File: config.mk
export PLATFORM = sky130hd
export DESIGN_NAME = rmf_ctrl
export DESIGN_NICKNAME = d
export VERILOG_FILES = /design/src/hdl/rmf_pkg.sv /design/src/hdl/rmf_ctrl.sv
export SDC_FILE = /design/constraint.sdc
export NUM_CORES = 1
export LEC_CHECK = 0
export BUFFER_PORTS_ARGS = -buffer_cell sky130_fd_sc_hd__buf_4
export CELL_PAD_IN_SITES_DETAIL_PLACEMENT = 0
export CELL_PAD_IN_SITES_GLOBAL_PLACEMENT = 2
export CORE_MARGIN = 2
export CORE_UTILIZATION = 20
export DETAILED_ROUTE_END_ITERATION = 7
export MAX_ROUTING_LAYER = met4
export PLACE_DENSITY = 0.72
export SLEW_MARGIN = 20
export SYNTH_ARGS = -nofsm -noshare
export SYNTH_HDL_FRONTEND = slang
export SYNTH_SLANG_ARGS = --single-unit
File: constraint.sdc
create_clock -name aclk -period 1.3 [get_ports aclk]
set_input_delay 0.13 -clock aclk [delete_from_list [all_inputs] [get_ports aclk]]
set_output_delay 0.13 -clock aclk [all_outputs]
set_load 0.02 [all_outputs]
File: src/hdl/rmf_pkg.sv
// ----------------------------------------------------------------------------
// rmf_pkg: shared types and constants of the RGB median filter
// Pixel and register widths, register indexes, controller command and
// status groups.
// ----------------------------------------------------------------------------
package rmf_pkg;

    localparam int PIX_W     = 8;
    localparam int CFG_W     = 11;
    localparam int HIST_AW   = 8;
    localparam int HIST_D    = 256;
    localparam int CNT_W     = 8;
    localparam int SCAN_W    = 9;

    localparam logic REG_FRAME_WIDTH  = 1'b0;
    localparam logic REG_FRAME_HEIGHT = 1'b1;
    localparam logic ACT_PIXEL        = 1'b0;
    localparam logic ACT_DRAIN        = 1'b1;

    // commands from the controller to the datapath
    typedef struct packed {
        logic clr_step;
        logic px_write;
        logic win_init;
        logic store_rd;
        logic hist_rd;
        logic hist_inc;
        logic scan_step;
        logic emit_done;
    } cmd_t;

    // status from the datapath to the controller
    typedef struct packed {
        logic clr_last;
        logic loaded;
        logic want_emit;
        logic win_empty;
        logic elem_last;
        logic scan_last;
        logic out_free;
    } stat_t;

endpackage

File: src/hdl/rmf_ctrl.sv
// ----------------------------------------------------------------------------
// rmf_ctrl: sequencer of the median filter
// Steps the histogram clear, pixel store, window gather, median scan and
// result hand-off.
// ----------------------------------------------------------------------------
module rmf_ctrl (
    input  logic          aclk,
    input  logic          aresetn,
    input  logic          s_valid,
    output logic          s_ready,
    input  logic          s_action,
    output rmf_pkg::cmd_t cmd,
    input  rmf_pkg::stat_t stat
);
    import rmf_pkg::*;

    localparam logic [3:0] ST_CLR  = 4'd0;
    localparam logic [3:0] ST_IDLE = 4'd1;
    localparam logic [3:0] ST_CHK  = 4'd2;
    localparam logic [3:0] ST_WIN  = 4'd3;
    localparam logic [3:0] ST_RD   = 4'd4;
    localparam logic [3:0] ST_HR   = 4'd5;
    localparam logic [3:0] ST_HW   = 4'd6;
    localparam logic [3:0] ST_SCAN = 4'd7;
    localparam logic [3:0] ST_OUT  = 4'd8;

    logic [3:0] state_reg, state_next;
    logic       accept;

    assign s_ready = (state_reg == ST_IDLE);
    assign accept  = s_valid && s_ready;

    // next state and commands
    always_comb begin
        state_next = state_reg;
        cmd        = '0;
        unique case (state_reg)
            ST_CLR: begin
                cmd.clr_step = 1'b1;
                if (stat.clr_last) state_next = ST_IDLE;
            end
            ST_IDLE: begin
                if (accept) begin
                    if (s_action == ACT_PIXEL && !stat.loaded) begin
                        cmd.px_write = 1'b1;
                        state_next   = ST_CHK;
                    end else if (s_action == ACT_DRAIN && stat.loaded) begin
                        state_next = ST_WIN;
                    end
                end
            end
            ST_CHK: begin
                state_next = stat.want_emit ? ST_WIN : ST_IDLE;
            end
            ST_WIN: begin
                cmd.win_init = 1'b1;
                state_next   = stat.win_empty ? ST_SCAN : ST_RD;
            end
            ST_RD: begin
                cmd.store_rd = 1'b1;
                state_next   = ST_HR;
            end
            ST_HR: begin
                cmd.hist_rd = 1'b1;
                state_next  = ST_HW;
            end
            ST_HW: begin
                cmd.hist_inc = 1'b1;
                if (stat.elem_last) begin
                    state_next = ST_SCAN;
                end else begin
                    cmd.store_rd = 1'b1;
                    state_next   = ST_HR;
                end
            end
            ST_SCAN: begin
                cmd.scan_step = 1'b1;
                if (stat.scan_last) state_next = ST_OUT;
            end
            ST_OUT: begin
                if (stat.out_free) begin
                    cmd.emit_done = 1'b1;
                    state_next    = ST_IDLE;
                end
            end
            default: begin
                state_next = ST_IDLE;
            end
        endcase
    end

    always_ff @(posedge aclk) begin
        if (!aresetn) begin
            state_reg <= ST_CLR;
        end else begin
            state_reg <= state_next;
        end
    end

endmodule

==> flow_metrics.env <==
export IMPL_r2r_start="state_reg[1]"
export IMPL_fin_hold_ws_ns=0.150
export IMPL_antenna_cells=0
export IMPL_maxSlewHeadroom_pct=77.5
export IMPL_clk_path_buf_depth=2
export IMPL_finalPower_mw=0.624
export IMPL_setup_viol=6
export IMPL_syn_nets=59
export IMPL_async_reset_ff_share_pct=0
export IMPL_drive_gt1_share_pct=65.8
export IMPL_die_x_um=48.5
export IMPL_fmax_mhz=719
export IMPL_htreeDepth=1
export IMPL_die_height_um=48.5
export IMPL_rsz0062_at_grt="true"
export IMPL_area_delta_synth_final_pct=97.2
export IMPL_hpwl_um=938
export IMPL_p_per_area_nw_per_um2=798
export IMPL_cp_arrival_ns=1.26
export IMPL_ios=20
export IMPL_hold_violations=0
export IMPL_internal_power_mw=0.414
export IMPL_row_count=16
export IMPL_synth_edf_count=0
export IMPL_power_frac_comb_pct=51.3
export IMPL_io_buffers=19
export IMPL_viasPerCell=4.72
export IMPL_tns_ns=-0.263
export IMPL_remaining_drc_errors=0
export IMPL_grt_pass1_vias=493
export IMPL_finalInstanceArea_um2=782
export IMPL_grt_max_degree=7
export IMPL_drtIter0Drc=7
export IMPL_max_vdd_ir_drop_mv=0.249
export IMPL_largest_register_ffs=4
export IMPL_crit_type="reg -> out"
export IMPL_p_seq_share_pct=24.0
export IMPL_final_max_slew_viol_count=0
export IMPL_end_kind="output port"
export IMPL_clkPwrFrac_pct=24.7
export IMPL_worst_pin_slew_ns=0.336
export IMPL_overflow=0
export IMPL_p_sw_share_pct=33.7
export IMPL_yosysSeqAreaShare_pct=20.2
export IMPL_period_share_pct=107
export IMPL_layout_nets=92
export IMPL_worst_clock_skew_ns=0.00374
export IMPL_fin_ws_ns=-0.0911
export IMPL_drt_pass1_iter_count=6
export IMPL_placed_area_um2=634
export IMPL_critPathLaunch="state_reg[1]"
export IMPL_cap_violations=0
export IMPL_grt_first_pass_wirelength_um=2150
export IMPL_yosysWarnings=0
export IMPL_initial_core_util_pct=20.6
export IMPL_num_vias=500
export IMPL_required_ns=1.17
export IMPL_clk_pin_slew_ns=0.03
export IMPL_wire_per_inst_um=12.9
export IMPL_die_area_um2=2360
export IMPL_synth_area_um2=397
export IMPL_antenna_found_initial=0
export IMPL_gp_congestion=0.726
export IMPL_leakage_nw=0.342
export IMPL_violations="negative setup slack"
export IMPL_drt_total_wl_um=1370
export IMPL_grt_use_total_pct=12.1
export IMPL_clock_sinks=4
export IMPL_antenna_left=0
export IMPL_reg2reg_slack_ns=-0.07
export IMPL_min_path_type="in -> reg"
export IMPL_ys_ff_latch=4
export IMPL_layout_common_cells="23 x buf_4, 9 x buf_6, 5 x nand2_1"
export IMPL_status="finished with violations"
export IMPL_clockRootBuffer="clkbuf_4"
export IMPL_switchingPower_mw=0.210
export IMPL_cp_max_fo=5
export IMPL_synth_cells=48
export IMPL_min_from="aresetn"
export IMPL_cts_tree="yes"
export IMPL_coreArea_um2=1920
export IMPL_period_needed_ns=1.39
export IMPL_synth_ff_type="dfxtp_1"
export IMPL_synthDistinctLibCells=27
export IMPL_startpoint_type="flip-flop"
export IMPL_clock_latency_ns=0.24
export IMPL_numCtsBuffers=3
export IMPL_final_common_cell="buf_4"
export IMPL_syn_avg_cell_area_um2=8.26
==> layout make-up <==
class | instances | area (um^2)
Tap cell | 27 | 33.8
Clock buffer | 3 | 22.5
Inverter | 3 | 11.3
Fill cell | 210 | 1140
Multi-Input combinational cell | 37 | 350
Timing Repair Buffer | 32 | 274
Sequential cell | 4 | 90.1
==> cells by family (layout without fill, tap and decap cells) <==
family	count (synthesis)	after routing	share of synthesized area (%)
flops	4	4	20.2
mux	4	4	10.4
buf+inv	7	38	11.7
simple gates	23	23	34.7
compound gates	9	9	20.8
xor+xnor	1	1	2.21
==> metal layers <==
metal | track usage (%) | routed length (um) | part of all wire [%] | up-vias
li1 | - | - | - | 240
met1 | 13.8 | 581 | 42 | 236
met2 | 19.9 | 703 | 51 | 21
met3 | 2.16 | 67 | 4.9 | 3
met4 | 7.14 | 15 | 1.1 | 0
met5 | - | 0 | 0 | -
==> path summary, 6_finish.rpt <==
| path | endpoint | cells after the start |
|---|---|---|
| worst max-delay path | cmd[6] | 4 |
| worst min register to register | state_reg[1] | 3 |
| worst min-delay path | state_reg[2] | 2 |
| worst max register to register | state_reg[1] | 6 |
==> worst max-delay path, stage by stage, from the launching register on <==
cell and delay [ns]:
dfxtp_2 0.32, buf_6 0.13, nor4b_4 0.24, and3_1 0.22, buf_6 0.12
==> stage by stage <==
step,worst slack [ns],std cells,utilization (%)
after floorplan,-0.0327,48,-
after global placement,-0.145,100,33.0
after detailed placement,-0.121,100,33.0
after CTS,-0.0759,106,39.1
after global routing,-0.157,106,40.7
final,-0.0911,106,40.7
==> timing repair <==
item / CTS / global route
hold buffers: 0 / 0
gates resized for setup: 21 / 7
setup buffers: 3 / 0
endpoints found under the setup margin: 12 / 11
pin swaps: 5 / 0
==> cells in the mapped netlist (all sizes together) (2+ instances only) <==
| cell type | instances | share of area (%) |
|---|---|---|
| and3 | 3 | 4.7 |
| buf | 3 | 7.6 |
| dfxtp | 4 | 20 |
| inv | 3 | 2.8 |
| mux2i | 3 | 7.6 |
| nand2 | 6 | 5.7 |
| nand2b | 2 | 3.2 |
| nor2 | 2 | 1.9 |
| nor3 | 4 | 5.0 |
| o311ai | 2 | 8.2 |
==> power by group through the flow <==
stage,Combinational [mW],Sequential (mW),Clock [mW]
final,0.320,0.150,0.154
after global placement,0.246,0.148,0
after floorplan,0.155,0.142,0
after detailed placement,0.244,0.148,0
after CTS,0.292,0.149,0.160
after global routing,0.341,0.151,0.165
Note: power is estimated with default switching activity, not from simulation.
